==> src/rtl/core/bra_pkg.sv <==
// Shared types, constants and helpers for the bitmap run allocator.
// No dependencies; imported by every module of the block but bra_ram.
package bra_pkg;

    localparam int MAP_BITS    = 4096;
    localparam int BIT_W       = 12;
    localparam int LEN_W       = 13;
    localparam int STORE_BYTES = (MAP_BITS + 7) / 8;
    localparam int ADDR_W      = $clog2(STORE_BYTES);
    localparam int OP_W        = 4;

    typedef enum logic [OP_W-1:0] {
        OP_READ        = 4'd0,
        OP_WRITE       = 4'd1,
        OP_SET         = 4'd2,
        OP_CLEAR       = 4'd3,
        OP_INVERT      = 4'd4,
        OP_OFF_TEST    = 4'd5,
        OP_COUNT       = 4'd6,
        OP_RUN_WRAP    = 4'd7,
        OP_RUN_BOUNDED = 4'd8,
        OP_LOAD        = 4'd9
    } op_t;

    typedef enum logic [2:0] {
        ST_CLEAR,
        ST_IDLE,
        ST_CHECK,
        ST_SCAN1,
        ST_SCAN2,
        ST_FINISH
    } state_t;

    typedef struct packed {
        logic clear;
        logic load;
        logic begin_scan;
        logic begin_pass2;
        logic scan;
        logic finish;
    } cmd_t;

    typedef struct packed {
        logic clear_done;
        logic done;
        logic need_pass2;
        logic found;
    } status_t;

    function automatic logic [3:0] popcount8(input logic [7:0] d);
        logic [3:0] c;
        c = 4'd0;
        for (int k = 0; k < 8; k++)
        begin
            c = c + {3'd0, d[k]};
        end
        return c;
    endfunction

endpackage

==> src/rtl/core/bitmap_run_allocator.sv <==
// Top level of the bitmap run allocator: 4096-bit allocation map.
// Depends on bra_pkg, bra_ctrl, bra_dp (and bra_ram through bra_dp).
//
// Requests arrive on in_valid/in_ready with one beat per operation; each
// gives exactly one result beat on out_valid/out_ready. cfg_we writes the
// 13-bit length_in_use register at once; write it only while idle.
// After reset the store is swept to zero, one byte per cycle, and in_ready
// stays low until the sweep is done. The map is held as 512 bytes in one
// RAM, and every operation but errors and empty tests walks the bytes of
// its range one per cycle through the single read port, writing modified
// bytes back behind the read. A wrapping run search can make two passes.
// One request is in flight at a time; the next is taken as soon as its
// result is in the output register. If the receiver stalls, a finished
// second result waits in the controller until the first beat is taken.
module bitmap_run_allocator (
    input  logic                        clk,
    input  logic                        rst_n,
    input  logic                        in_valid,
    output logic                        in_ready,
    input  logic [bra_pkg::OP_W-1:0]    operation,
    input  logic [bra_pkg::LEN_W-1:0]   index_or_length,
    input  logic [bra_pkg::BIT_W-1:0]   range_low,
    input  logic [bra_pkg::LEN_W-1:0]   range_high,
    input  logic                        bit_value,
    input  logic [7:0]                  byte_data,
    output logic                        out_valid,
    input  logic                        out_ready,
    output logic                        bit_out,
    output logic [bra_pkg::LEN_W-1:0]   value_out,
    output logic                        found,
    output logic                        error,
    input  logic                        cfg_we,
    input  logic [bra_pkg::LEN_W-1:0]   cfg_data
);
    import bra_pkg::*;

    cmd_t    cmd;
    status_t st;

    bra_ctrl u_ctrl (
        .clk       (clk),
        .rst_n     (rst_n),
        .in_valid  (in_valid),
        .in_ready  (in_ready),
        .out_valid (out_valid),
        .out_ready (out_ready),
        .cmd       (cmd),
        .st        (st)
    );

    bra_dp u_dp (
        .clk             (clk),
        .rst_n           (rst_n),
        .cmd             (cmd),
        .st              (st),
        .cfg_we          (cfg_we),
        .cfg_data        (cfg_data),
        .operation       (operation),
        .index_or_length (index_or_length),
        .range_low       (range_low),
        .range_high      (range_high),
        .bit_value       (bit_value),
        .byte_data       (byte_data),
        .bit_out         (bit_out),
        .value_out       (value_out),
        .found           (found),
        .error           (error)
    );

endmodule

==> src/rtl/core/bra_ram.sv <==
// Generic simple dual-port RAM, one write and one registered read port.
// No dependencies.
module bra_ram #(
    parameter int WIDTH = 8,
    parameter int DEPTH = 512
) (
    input  logic                     clk,
    input  logic                     we,
    input  logic [$clog2(DEPTH)-1:0] waddr,
    input  logic [WIDTH-1:0]         wdata,
    input  logic [$clog2(DEPTH)-1:0] raddr,
    output logic [WIDTH-1:0]         rdata
);

    logic [WIDTH-1:0] mem [DEPTH];

    always_ff @(posedge clk)
    begin
        if (we)
        begin
            mem[waddr] <= wdata;
        end
        rdata <= mem[raddr];
    end

endmodule

==> src/rtl/core/bra_dp.sv <==
// Datapath: config register, request registers, byte-wide bitmap store and
// the per-byte scan logic. Depends on bra_pkg and bra_ram.
module bra_dp (
    input  logic                        clk,
    input  logic                        rst_n,
    input  bra_pkg::cmd_t               cmd,
    output bra_pkg::status_t            st,
    input  logic                        cfg_we,
    input  logic [bra_pkg::LEN_W-1:0]   cfg_data,
    input  logic [bra_pkg::OP_W-1:0]    operation,
    input  logic [bra_pkg::LEN_W-1:0]   index_or_length,
    input  logic [bra_pkg::BIT_W-1:0]   range_low,
    input  logic [bra_pkg::LEN_W-1:0]   range_high,
    input  logic                        bit_value,
    input  logic [7:0]                  byte_data,
    output logic                        bit_out,
    output logic [bra_pkg::LEN_W-1:0]   value_out,
    output logic                        found,
    output logic                        error
);
    import bra_pkg::*;

    logic [LEN_W-1:0]  len_reg;
    logic [OP_W-1:0]   op_reg;
    logic [LEN_W-1:0]  idx_reg;
    logic [BIT_W-1:0]  lo_reg;
    logic [LEN_W-1:0]  hi_reg;
    logic              bv_reg;
    logic [7:0]        bd_reg;

    logic [ADDR_W-1:0] clr_addr_reg;
    logic [ADDR_W-1:0] ra_reg;
    logic [ADDR_W-1:0] proc_addr_reg;
    logic              issue_reg;
    logic              proc_valid_reg;
    logic              found_reg;
    logic              pass_reg;
    logic              bit_acc_reg;
    logic [LEN_W-1:0]  value_reg;
    logic [LEN_W-1:0]  run_reg;

    logic [LEN_W-1:0]  eff_len;
    logic [LEN_W-1:0]  sum7;
    logic [ADDR_W:0]   nbytes;
    logic [LEN_W-1:0]  lo_ext;
    logic [LEN_W-1:0]  hi_m1;
    logic [LEN_W-1:0]  cnt_end;
    logic [LEN_W-1:0]  wrap_end2;
    logic [LEN_W-1:0]  len_m1;
    logic [LEN_W-1:0]  span;
    logic              err;
    logic              skip;
    logic [BIT_W-1:0]  sbit;
    logic [BIT_W-1:0]  ebit;
    logic [ADDR_W-1:0] sa;
    logic [ADDR_W-1:0] ea;

    logic [7:0]        rdata;
    logic [7:0]        mask;
    logic [7:0]        wdata;
    logic              is_wr;
    logic              is_run;
    logic              proc_en;
    logic [LEN_W-1:0]  run_c;
    logic              hit;
    logic [2:0]        hit_k;
    logic [LEN_W-1:0]  hit_pos;

    logic              ram_we;
    logic [ADDR_W-1:0] ram_waddr;
    logic [7:0]        ram_wdata;

    assign eff_len   = (len_reg > LEN_W'(MAP_BITS)) ? LEN_W'(MAP_BITS) : len_reg;
    assign sum7      = eff_len + LEN_W'(7);
    assign nbytes    = sum7[LEN_W-1:3];
    assign lo_ext    = {1'b0, lo_reg};
    assign hi_m1     = hi_reg - LEN_W'(1);
    assign cnt_end   = {nbytes, 3'b000} - LEN_W'(1);
    assign wrap_end2 = lo_ext + idx_reg - LEN_W'(2);
    assign len_m1    = eff_len - LEN_W'(1);
    assign span      = hi_reg - lo_ext + LEN_W'(1);

    always_comb
    begin
        case (op_t'(op_reg))
            OP_READ, OP_WRITE:
                err = (idx_reg >= eff_len);
            OP_SET, OP_CLEAR, OP_INVERT:
                err = (hi_reg >= eff_len) || (lo_ext > hi_reg);
            OP_OFF_TEST:
                err = (lo_ext < hi_reg) && (hi_reg > eff_len);
            OP_COUNT:
                err = 1'b0;
            OP_RUN_WRAP:
                err = (idx_reg == '0) || (lo_ext >= eff_len) ||
                      (idx_reg > (eff_len - lo_ext));
            OP_RUN_BOUNDED:
                err = (idx_reg == '0) || (hi_reg >= eff_len) ||
                      (lo_ext > hi_reg) || (idx_reg > span);
            OP_LOAD:
                err = (idx_reg >= LEN_W'(nbytes));
            default:
                err = 1'b1;
        endcase
    end

    always_comb
    begin
        sbit = '0;
        ebit = '0;
        skip = err;
        case (op_t'(op_reg))
            OP_READ, OP_WRITE:
            begin
                sbit = idx_reg[BIT_W-1:0];
                ebit = idx_reg[BIT_W-1:0];
            end
            OP_SET, OP_CLEAR, OP_INVERT, OP_RUN_BOUNDED:
            begin
                sbit = lo_reg;
                ebit = hi_reg[BIT_W-1:0];
            end
            OP_OFF_TEST:
            begin
                sbit = lo_reg;
                ebit = hi_m1[BIT_W-1:0];
                skip = err || (lo_ext >= hi_reg);
            end
            OP_COUNT:
            begin
                ebit = cnt_end[BIT_W-1:0];
                skip = (nbytes == '0);
            end
            OP_RUN_WRAP:
            begin
                if (pass_reg)
                begin
                    ebit = wrap_end2[BIT_W-1:0];
                end
                else
                begin
                    sbit = lo_reg;
                    ebit = len_m1[BIT_W-1:0];
                end
            end
            OP_LOAD:
            begin
                sbit = {idx_reg[ADDR_W-1:0], 3'b000};
                ebit = {idx_reg[ADDR_W-1:0], 3'b111};
            end
            default:
            begin
                skip = 1'b1;
            end
        endcase
    end

    assign sa = sbit[BIT_W-1:3];
    assign ea = ebit[BIT_W-1:3];

    // Bits of the current byte that fall inside the scan range
    assign mask = ((proc_addr_reg == sa) ? (8'hFF << sbit[2:0]) : 8'hFF) &
                  ((proc_addr_reg == ea) ? (8'hFF >> (3'd7 - ebit[2:0])) : 8'hFF);

    always_comb
    begin
        is_wr  = 1'b0;
        is_run = 1'b0;
        wdata  = rdata;
        case (op_t'(op_reg))
            OP_WRITE:
            begin
                is_wr = 1'b1;
                wdata = bv_reg ? (rdata | mask) : (rdata & ~mask);
            end
            OP_SET:
            begin
                is_wr = 1'b1;
                wdata = rdata | mask;
            end
            OP_CLEAR:
            begin
                is_wr = 1'b1;
                wdata = rdata & ~mask;
            end
            OP_INVERT:
            begin
                is_wr = 1'b1;
                wdata = rdata ^ mask;
            end
            OP_LOAD:
            begin
                is_wr = 1'b1;
                wdata = bd_reg;
            end
            OP_RUN_WRAP, OP_RUN_BOUNDED:
            begin
                is_run = 1'b1;
            end
            default:
            begin
                wdata = rdata;
            end
        endcase
    end

    // Run tracking across the eight bits of one byte
    always_comb
    begin
        run_c = run_reg;
        hit   = 1'b0;
        hit_k = '0;
        for (int k = 0; k < 8; k++)
        begin
            if (mask[k] && !hit)
            begin
                if (rdata[k])
                begin
                    run_c = '0;
                end
                else
                begin
                    run_c = run_c + LEN_W'(1);
                    if (run_c == idx_reg)
                    begin
                        hit   = 1'b1;
                        hit_k = 3'(k);
                    end
                end
            end
        end
    end

    assign hit_pos = {1'b0, proc_addr_reg, hit_k} + LEN_W'(1) - idx_reg;
    assign proc_en = cmd.scan && proc_valid_reg && !found_reg;

    assign ram_we    = cmd.clear || (proc_en && is_wr);
    assign ram_waddr = cmd.clear ? clr_addr_reg : proc_addr_reg;
    assign ram_wdata = cmd.clear ? 8'h00 : wdata;

    bra_ram #(
        .WIDTH (8),
        .DEPTH (STORE_BYTES)
    ) u_store (
        .clk   (clk),
        .we    (ram_we),
        .waddr (ram_waddr),
        .wdata (ram_wdata),
        .raddr (ra_reg),
        .rdata (rdata)
    );

    always_ff @(posedge clk or negedge rst_n)
    begin
        if (!rst_n)
        begin
            len_reg        <= LEN_W'(MAP_BITS);
            clr_addr_reg   <= '0;
            issue_reg      <= 1'b0;
            proc_valid_reg <= 1'b0;
            found_reg      <= 1'b0;
            pass_reg       <= 1'b0;
        end
        else
        begin
            if (cfg_we)
            begin
                len_reg <= cfg_data;
            end
            if (cmd.clear)
            begin
                clr_addr_reg <= clr_addr_reg + ADDR_W'(1);
            end
            if (cmd.load)
            begin
                issue_reg      <= 1'b0;
                proc_valid_reg <= 1'b0;
                found_reg      <= 1'b0;
                pass_reg       <= 1'b0;
            end
            else if (cmd.begin_scan)
            begin
                issue_reg      <= !skip;
                proc_valid_reg <= 1'b0;
            end
            else if (cmd.begin_pass2)
            begin
                pass_reg       <= 1'b1;
                issue_reg      <= 1'b1;
                proc_valid_reg <= 1'b0;
            end
            else if (cmd.scan)
            begin
                proc_valid_reg <= issue_reg;
                if (issue_reg && (ra_reg == ea))
                begin
                    issue_reg <= 1'b0;
                end
                if (proc_en && is_run && hit)
                begin
                    found_reg <= 1'b1;
                end
            end
        end
    end

    always_ff @(posedge clk)
    begin
        if (cmd.load)
        begin
            op_reg      <= operation;
            idx_reg     <= index_or_length;
            lo_reg      <= range_low;
            hi_reg      <= range_high;
            bv_reg      <= bit_value;
            bd_reg      <= byte_data;
            bit_acc_reg <= 1'b0;
            value_reg   <= '0;
            run_reg     <= '0;
        end
        else if (cmd.begin_scan)
        begin
            ra_reg <= sa;
        end
        else if (cmd.begin_pass2)
        begin
            ra_reg  <= '0;
            run_reg <= '0;
        end
        else if (cmd.scan)
        begin
            proc_addr_reg <= ra_reg;
            if (issue_reg)
            begin
                ra_reg <= ra_reg + ADDR_W'(1);
            end
            if (proc_en)
            begin
                bit_acc_reg <= bit_acc_reg | (|(rdata & mask));
                if (op_t'(op_reg) == OP_COUNT)
                begin
                    value_reg <= value_reg + LEN_W'(popcount8(rdata));
                end
                if (is_run)
                begin
                    run_reg <= run_c;
                    if (hit)
                    begin
                        value_reg <= hit_pos;
                    end
                end
            end
        end
    end

    always_ff @(posedge clk)
    begin
        if (cmd.finish)
        begin
            error     <= err;
            found     <= !err && found_reg;
            value_out <= err ? '0 : value_reg;
            case (op_t'(op_reg))
                OP_READ, OP_WRITE:
                    bit_out <= !err && bit_acc_reg;
                OP_OFF_TEST:
                    bit_out <= !err && !bit_acc_reg;
                default:
                    bit_out <= 1'b0;
            endcase
        end
    end

    assign st.clear_done = (clr_addr_reg == '1);
    assign st.done       = (!issue_reg && !proc_valid_reg) || found_reg;
    assign st.need_pass2 = (op_t'(op_reg) == OP_RUN_WRAP) && !pass_reg &&
                           (lo_reg != '0) && !found_reg && !err;
    assign st.found      = found_reg;

    assert property (@(posedge clk) disable iff (!rst_n)
        (ram_we && !cmd.clear) |-> !err)
        else $error("store written by a rejected request");

    assert property (@(posedge clk) disable iff (!rst_n)
        found_reg |-> is_run)
        else $error("run found flag set for a non-search operation");

    assert property (@(posedge clk) disable iff (!rst_n)
        cmd.begin_pass2 |-> (op_t'(op_reg) == OP_RUN_WRAP))
        else $error("second pass started for a bounded request");

endmodule

==> src/rtl/core/bra_ctrl.sv <==
// Controller state machine: store clearing, request sequencing, scan passes
// and the result handshake. Depends on bra_pkg.
module bra_ctrl (
    input  logic             clk,
    input  logic             rst_n,
    input  logic             in_valid,
    output logic             in_ready,
    output logic             out_valid,
    input  logic             out_ready,
    output bra_pkg::cmd_t    cmd,
    input  bra_pkg::status_t st
);
    import bra_pkg::*;

    state_t state_reg;
    state_t state_next;
    logic   out_valid_reg;
    logic   out_valid_next;

    always_ff @(posedge clk or negedge rst_n)
    begin
        if (!rst_n)
        begin
            state_reg     <= ST_CLEAR;
            out_valid_reg <= 1'b0;
        end
        else
        begin
            state_reg     <= state_next;
            out_valid_reg <= out_valid_next;
        end
    end

    always_comb
    begin
        state_next     = state_reg;
        cmd            = '0;
        in_ready       = 1'b0;
        out_valid_next = out_valid_reg && !out_ready;
        case (state_reg)
            ST_CLEAR:
            begin
                cmd.clear = 1'b1;
                if (st.clear_done)
                begin
                    state_next = ST_IDLE;
                end
            end
            ST_IDLE:
            begin
                in_ready = 1'b1;
                if (in_valid)
                begin
                    cmd.load   = 1'b1;
                    state_next = ST_CHECK;
                end
            end
            ST_CHECK:
            begin
                cmd.begin_scan = 1'b1;
                state_next     = ST_SCAN1;
            end
            ST_SCAN1:
            begin
                if (!st.done)
                begin
                    cmd.scan = 1'b1;
                end
                else if (st.need_pass2)
                begin
                    cmd.begin_pass2 = 1'b1;
                    state_next      = ST_SCAN2;
                end
                else
                begin
                    state_next = ST_FINISH;
                end
            end
            ST_SCAN2:
            begin
                if (!st.done)
                begin
                    cmd.scan = 1'b1;
                end
                else
                begin
                    state_next = ST_FINISH;
                end
            end
            ST_FINISH:
            begin
                if (!out_valid_reg || out_ready)
                begin
                    cmd.finish     = 1'b1;
                    out_valid_next = 1'b1;
                    state_next     = ST_IDLE;
                end
            end
            default:
            begin
                state_next = ST_IDLE;
            end
        endcase
    end

    assign out_valid = out_valid_reg;

    assert property (@(posedge clk) disable iff (!rst_n)
        cmd.finish |=> out_valid)
        else $error("finished result not presented");

    assert property (@(posedge clk) disable iff (!rst_n)
        (state_reg == ST_CLEAR) |-> !in_ready)
        else $error("request taken during store clearing");

    assert property (@(posedge clk) disable iff (!rst_n)
        cmd.begin_pass2 |-> !st.found)
        else $error("second pass after a run was found");

endmodule
==> config.mk <==
export PLATFORM = sky130hd
export DESIGN_NAME = bitmap_run_allocator
export DESIGN_NICKNAME = d
export VERILOG_FILES = /design/src/rtl/core/bra_pkg.sv /design/src/rtl/core/bitmap_run_allocator.sv /design/src/rtl/core/bra_ram.sv /design/src/rtl/core/bra_dp.sv /design/src/rtl/core/bra_ctrl.sv
export SDC_FILE = /design/constraint.sdc
export NUM_CORES = 2
export LEC_CHECK = 0
export BUFFER_PORTS_ARGS = -buffer_cell sky130_fd_sc_hd__buf_4
export CAP_MARGIN = 20
export CORE_MARGIN = 10
export CORE_UTILIZATION = 43
export DETAILED_ROUTE_END_ITERATION = 10
export PLACE_DENSITY_LB_ADDON = 0.2
export SYNTH_ARGS = -nofsm -noshare
export SYNTH_HDL_FRONTEND = slang
export SYNTH_SLANG_ARGS = --single-unit
==> constraint.sdc <==
create_clock -name clk -period 21.8 [get_ports clk]
set_input_delay 2.18 -clock clk [delete_from_list [all_inputs] [get_ports clk]]
set_output_delay 2.18 -clock clk [all_outputs]
set_load 0.02 [all_outputs]
Word level (Yosys, flattened, before mapping) --
Memories as Yosys holds them, arrays and structs flattened. A register that Yosys moved wholly into a read port is not among the register bits. Index checks and enable logic that the tools add are counted.
Cells by class: eq/ne operators 33, shift-type cells 2, order comparisons 11, add/subtract/negate cells 30, mux-type cells 128, bitwise logic cells 10, reductions and logical operators 81
Operator list (number):
- 2-to-1 mux 13 bit | 24
- adder 13 x 1 -> 13 bit, second input constant | 9
- == test 13 bit | 8
- 2-to-1 mux 3 bit | 25
- one-hot mux 12 bit (6 select lines) | 1
- 2-to-1 mux 1 bit | 61
- one-hot mux 12 bit (4 select lines) | 1
- 2-to-1 mux 9 bit | 5
- one-hot mux 8 bit (5 select lines) | 1
- > comparator 13 bit | 3
- subtractor 12 x 1 -> 12 bit, second input constant | 3
- 2-to-1 mux 8 bit | 4
- == test 9 bit | 3
- >= comparator 12 x 13 -> 1 bit | 2
- >= comparator 13 bit | 2
- subtractor 13 x 12 -> 13 bit | 2
- adder 4 x 1 -> 4 bit | 6
- AND 8 bit | 3
- 2-to-1 mux 12 bit | 2
- logical AND 1 bit | 23
- adder 9 x 1 -> 9 bit, second input constant | 2
- one-hot mux 3 bit (6 select lines) | 1
- == test 4 x 3 -> 1 bit, second input constant | 4
- zero test 1 bit | 16
- other kinds (49) | 84
Word-level totals: bits in writable memories 4096, output and inout port bits 18, register bits 142, word-level logic and storage cells 319, memories 1
Memories:
- u_dp.u_store.mem | words 512, bits a word 8, read ports 1, clocked after Yosys merged registers in 1, wr ports 1, line bra_ram.sv:15 | logic [WIDTH-1:0] mem [DEPTH];

Longest topological paths before layout --
depth after elaboration 45, gate-level depth with buffers 81, gate-level depth less buffers 72

Cells and area by module --
A second synthesis with hierarchy kept.
Second synthesis, totals: cells, all modules 10863, area total of the unflattened synthesis 181859.4 sq um
Modules (own cells, without submodules):
- bra_ram | times used 1, area each 159927.1 sq um, seq. area each 123158.1 sq um, cells an instance 8030
- bra_dp | times used 1, area each 21654.5 sq um, seq. area each 3744.8 sq um, cells an instance 2804
- bra_ctrl | times used 1, area each 277.8 sq um, seq. area each 100.1 sq um, cells an instance 29

Worst setup path after synthesis --
No wires, ideal clock.
kind register -> register, start point register u_dp.len_reg[12], end point memory u_dp.u_store.mem[0][2] (data pin), buffers on the path 4, arrival 19.904 ns, setup time 3.254 ns, required time 18.546 ns, stages on the path, launching flop included 26, slack -1.359 ns, cell sequence dfstp_2 > inv_2 > clkbuf_1 > nand2_1 > ha_1 > buf_4 > nor2b_1 > buf_2 > nor2b_1 > xor2_1 > nand2_1 > ha_1 > nor3b_1 > a22oi_1 > o31ai_1 > nand3_1 > o21a_1 > o31ai_2 > xor2_1 > or3_1 > buf_2 > o31ai_2 > ha_1 > a22oi_1 > o22a_1 > a31oi_1
Between the ends: cells in the longest elaborated chain, start to end 14
RTL lines:
- start: declaration | line bra_dp.sv:23 | logic [LEN_W-1:0] len_reg;
- start signal: assignment | line bra_dp.sv:257 | len_reg <= LEN_W'(MAP_BITS);
- start signal: assignment | line bra_dp.sv:268 | len_reg <= cfg_data;
- > comparator 13 bit (*) | line bra_dp.sv:73 | assign eff_len = (len_reg > LEN_W'(MAP_BITS)) ? LEN_W'(MAP_BITS) : len_reg;
- 2-to-1 mux 13 bit (*) | line bra_dp.sv:73
- parallel branches: the longest is 2 deep, another holds adder 13 x 3 -> 13 bit
- one-hot mux 12 bit (6 select lines) (*) | line bra_dp.sv:112 | case (op_t'(op_reg))
- subtractor 3 bit | line bra_dp.sv:163 | ((proc_addr_reg == ea) ? (8'hFF >> (3'd7 - ebit[2:0])) : 8'hFF);
- right shift 8 x 3 -> 8 bit | line bra_dp.sv:163
- 2-to-1 mux 8 bit (*) | line bra_dp.sv:163
- AND 8 bit (*) | line bra_dp.sv:162 | assign mask = ((proc_addr_reg == sa) ? (8'hFF << sbit[2:0]) : 8'hFF) &
- NOT 8 bit | line bra_dp.sv:174, bra_dp.sv:184
- AND 8 bit | line bra_dp.sv:174, bra_dp.sv:184
- 2-to-1 mux 8 bit | line bra_dp.sv:174 | wdata = bv_reg ? (rdata | mask) : (rdata & ~mask);
- one-hot mux 8 bit (5 select lines) (*) | line bra_dp.sv:170 | case (op_t'(op_reg))
- 2-to-1 mux 8 bit (*) | line bra_dp.sv:239 | assign ram_wdata = cmd.clear ? 8'h00 : wdata;
- net u_dp.ram_wdata[2] | line bra_dp.sv:71 | logic [7:0] ram_wdata;
- end: declaration | line bra_ram.sv:15
Mark *: on every way through the listed nets, which the timed path passes.

Worst setup path after layout --
start point register u_dp.op_reg[3], end point register u_dp.value_reg[12]
Between the ends: cells in the longest elaborated chain, start to end 41
RTL lines:
- start: declaration | line bra_dp.sv:24 | logic [OP_W-1:0] op_reg;
- start signal: assignment | line bra_dp.sv:311 | op_reg <= operation;
- parallel branches: the longest is 41 deep, another holds adder 13 x 1 -> 13 bit
- end signal: assignment | line bra_dp.sv:342 | value_reg <= value_reg + LEN_W'(popcount8(rdata));
- end signal: assignment | line bra_dp.sv:349 | value_reg <= hit_pos;
- end: declaration | line bra_dp.sv:39 | logic [LEN_W-1:0] value_reg;
Parallel ways; which one is timed is not known. A chain may end at the register's enable or synchronous reset.

==> qor.log <==
qor: outcome.status finished, violations left
qor: global_routing.grtUsageTotal 23.4%
qor: flow_run.maxCapViolCount 0
qor: place.dp.final_hpwl 338000 um
qor: sta.number_of_failing_setup_endpoints_in_the_final_timing_report 0
qor: layout.area.growth.synth_to_final 11.6%
qor: sta.fin_hold_ws 555 ps
qor: floorplanning.rows 238
qor: route.drt.antenna.violating_nets 0
qor: logic_synthesis.netlist_area 0.182 mm2
qor: critical_path.cp.arrival 20580 ps
qor: cts.clkLatencyLatePin 1020 ps
qor: global_routing.grt_pass1_vias 101000
qor: critical_path.timing.rr.end u_dp.value_reg[12]$_SDFFE_PP0P_
qor: sta.clock-skew-final 77.5 ps
qor: sta.crit_share_post_route 90.3%
qor: layout.layout.filler_cells 34900
qor: critical_path.crit_path_end u_dp.value_reg[12]$_SDFFE_PP0P_
qor: sta.finalHoldViolations 0
qor: cts.cts_buffer_depth 4
qor: route.detailroute.via_count 103000
qor: logic_synthesis.asyncSetResetFlopFracSynth 0.707%
qor: pwr.power.ir.vdd_worst 0.0681 mV
qor: logic_synthesis.sequential_area_share_after_synthesis 70.0%
qor: place.gp_congestion 0.922
qor: critical_path.cp_slowest_stage_delay 1010 ps
qor: cts.cts.sinks 4246
qor: cts.cts_inserted_buffers 428
qor: sta.fmax 50.8 MHz
qor: critical_path.crit_fanout 31
qor: place.pre_cts_slack 2610 ps
qor: critical_path.flop2flop_setup_slack 2120 ps
qor: logic_synthesis.synth_warn 0
qor: floorplanning.die_height 670 um
qor: critical_path.worstSetupStartpointType flip-flop
qor: route.detailedRoute.firstIterationViolations 12500
qor: logic_synthesis.ys_ff_latch 4246
qor: route.route.final.wire_length 542000 um
qor: sta.maxSlewHeadroom -2.58%
qor: pwr.power-per-cell-area 79.7 mW/mm2
qor: floorplanning.io-pin-count 87
qor: hold_path.timing.hold.worst.class flip-flop to flip-flop
qor: logic_synthesis.number_of_flops_mapped_to_enable_cells_by_yosys 4181
qor: route.remaining_drc_errors 0
qor: critical_path.worst_setup_path_end_kind flip-flop
qor: cts.tritoncts_clock_tree yes
qor: cts.post-cts-setup-buffers 0
qor: layout.finalNetCount 10900
qor: layout.regMostFlops u_dp.u_store.mem
qor: global_routing.grt_first_pass_wirelength 769000 um
qor: critical_path.critical_path.reg2reg.startpoint u_dp.op_reg[3]$_DFFE_PP_
qor: logic_synthesis.dominantRegCellSynth edfxtp_1
qor: cts.cts.htree.levels 5
qor: layout.utilization 48.2%
qor: logic_synthesis.synth.largest_area_cell edfxtp_1
qor: logic_synthesis.synth_top_area_share 69.2%
qor: cts.clkTransAtPathRegs 60 ps
qor: floorplanning.initial_core_util 43.2%
qor: critical_path.crit_required 22700 ps
qor: place.port-buffer-count 86
qor: sta.timing.final.max_slew_violations 101
qor: floorplanning.core-area 0.420 mm2
qor: critical_path.critical_path.most_common_cell a21oi_1
qor: layout.largest_reg_flops 4096
qor: global_routing.remaining_global_route_overflow 0
qor: route.firstDrtPassIters 6
qor: critical_path.critical_setup_path_kind flip-flop to flip-flop
qor: logic_synthesis.synthCells 10500
qor: sta.tns 0 ps
qor: outcome.failed_checks max-slew violations
qor: sta.setup_repair_after_global_routing_missed_its_margin no
qor: layout.drive_above_1_share 18.0%
qor: pwr.power.leakage 51.6 nW
qor: sta.worst-slew-pin-transition 1540 ps
qor: floorplanning.die-area 0.449 mm2
qor: route.wl_per_cell 32.7 um
qor: logic_synthesis.synthesized_area_per_cell 17.3 um2
qor: cts.post_cts_resize_count 0
qor: sta.timing.final.crit_period 19680 ps
qor: route.via_per_inst 6.21
qor: critical_path.setup.worst_path.start u_dp.op_reg[3]$_DFFE_PP_
qor: global_routing.antenna_found_initial 27
qor: logic_synthesis.post_synth_main_area_contributors edfxtp_1 69%, mux4_2 11%, mux2i_1 3.1%
qor: critical_path.worst_r2r_path_depth 64
qor: logic_synthesis.number_of_nets_produced_by_synthesis 10800
qor: logic_synthesis.post_synth_num_cell_types 130
qor: layout.final_cells 16600
qor: sta.layout_setup_ws 2120 ps
qor: cts.cts-root-buf clkbuf_16
qor: place.place.detailed.instances 15800
qor: floorplanning.die_w 670 um
qor: critical_path.critPathSlowestCell edfxtp_1
qor: global_routing.grt_start_max_net_pins 224
qor: cts.cts.hold.buffers_added 0
## synthesized netlist by cell type, types with 148 or more instances
| cell type | n |
|---|---|
| inv_1 | 152 |
| o221ai_1 | 266 |
| nor2_1 | 805 |
| xnor2_1 | 190 |
| edfxtp_1 | 4181 |
| clkbuf_1 | 440 |
| ha_1 | 195 |
| mux4_2 | 897 |
| a21oi_1 | 368 |
| o21ai_0 | 202 |
| o22ai_1 | 148 |
| nand2_1 | 345 |
| mux2i_1 | 560 |
## layout by cell type (no fill, tap or decap), types with 38 or more instances in the layout
cell       synthesis  final
edfxtp_1        4181   4181
mux4_2           897    897
nor2_1           805    794
mux2i_1          560    560
clkbuf_16          0    436
a21oi_1          368    368
nand2_1          345    343
buf_4             23    284
o221ai_1         266    266
o21ai_0          202    202
ha_1             195    195
xnor2_1          190    190
inv_1            152    150
o22ai_1          148    148
nor3_1           143    141
clkbuf_1         440    110
nand3_1          123    107
clkinv_1           8     94
nand4_1           63     63
clkinv_2           0     63
a31oi_1           62     61
and2_1            54     55
or3_1             54     54
a211oi_1          51     51
nor4_1            49     49
xor2_1            47     47
nor2b_1           41     41
a21o_1            40     40
nand2b_1          39     38
## logic make-up (layout without fill, tap and decap cells)
group                      Yosys count  count (layout)  share of synthesized area (%)
AOI/OAI and AO/OA                 1577            1577                           6.09
muxes                             1496            1496                           14.5
adders and majority gates          205             205                           1.45
and+or+nand+nor                   1912            1912                           5.05
xor gates and xnor gates           238             238                           1.16
buffers and inverters              821            1248                           1.81
other                                0              17                              0
DFF                               4246            4246                           70.0
## where the power goes
part	switching [W]	leakage [nW]	total (W)	internal, W
clock	0.00311	6.63	0.00721	0.00410
combinational	0.0000563	15.4	0.0000974	0.0000411
sequential	0.00000919	29.6	0.00884	0.00883
total	0.00317	51.6	0.0161	0.0130
## metrics by stage
stage | cell area (um2) | power (W)
2_1_floorplan | 182000 | 0.00907
3_3_place_gp | 189000 | 0.00911
3_5_place_dp | 189000 | 0.00911
4_1_cts | 203000 | 0.0163
5_1_grt | 203000 | 0.0166
6_report | 203000 | 0.0161
## area by class of cell
cell class | instances | area, um2 | share of cell area (%)
Sequential cell | 4246 | 127000 | 62.7
Multi-Input combinational cell | 5428 | 51600 | 25.5
Clock buffer | 549 | 11400 | 5.61
Tap cell | 5640 | 7060 | 3.48
Timing Repair Buffer | 313 | 2690 | 1.33
Clock inverter | 220 | 2250 | 1.11
Inverter | 166 | 642 | 0.317
Antenna cell | 17 | 42.5 | 0.0210
## critical path, delay by kind of cell, from the launching register on
family / cells / cell delay [ps]
AO/OA/AOI/OAI: 25 / 6020
XOR/XNOR: 3 / 410
adder cells (fa/ha/maj): 5 / 1660
buffers and inverters: 5 / 1120
flip-flops: 1 / 1010
multiplexers: 1 / 330
AND/OR/NAND/NOR: 25 / 8910
## layer usage
layer	vias to the layer above	GRT usage, %	wire, um
li1	43000	-	-
met5	-	0	55
met4	10	7.54	18700
met2	4582	37.1	255000
met3	820	3.80	42600
met1	54500	33.2	226000
## worst min-delay path by stage
stage                                                start                          endpoint  slack [ps]  cells past startpoint
after CTS                    u_dp.bit_acc_reg$_SDFFE_PP0P_     u_dp.bit_acc_reg$_SDFFE_PP0P_         540                      2
after global routing      u_dp.clr_addr_reg[4]$_DFFE_PN0P_  u_dp.clr_addr_reg[4]$_DFFE_PN0P_         580                      1
after floorplan                   u_dp.ra_reg[2]$_DFFE_PP_   u_dp.proc_addr_reg[2]$_DFFE_PP_         420                      0
after detailed placement     u_dp.bit_acc_reg$_SDFFE_PP0P_     u_dp.bit_acc_reg$_SDFFE_PP0P_         530                      2
after global placement       u_dp.bit_acc_reg$_SDFFE_PP0P_     u_dp.bit_acc_reg$_SDFFE_PP0P_         480                      2
final                        u_dp.bit_acc_reg$_SDFFE_PP0P_     u_dp.bit_acc_reg$_SDFFE_PP0P_         560                      2
(Power assumes the default switching activity.)
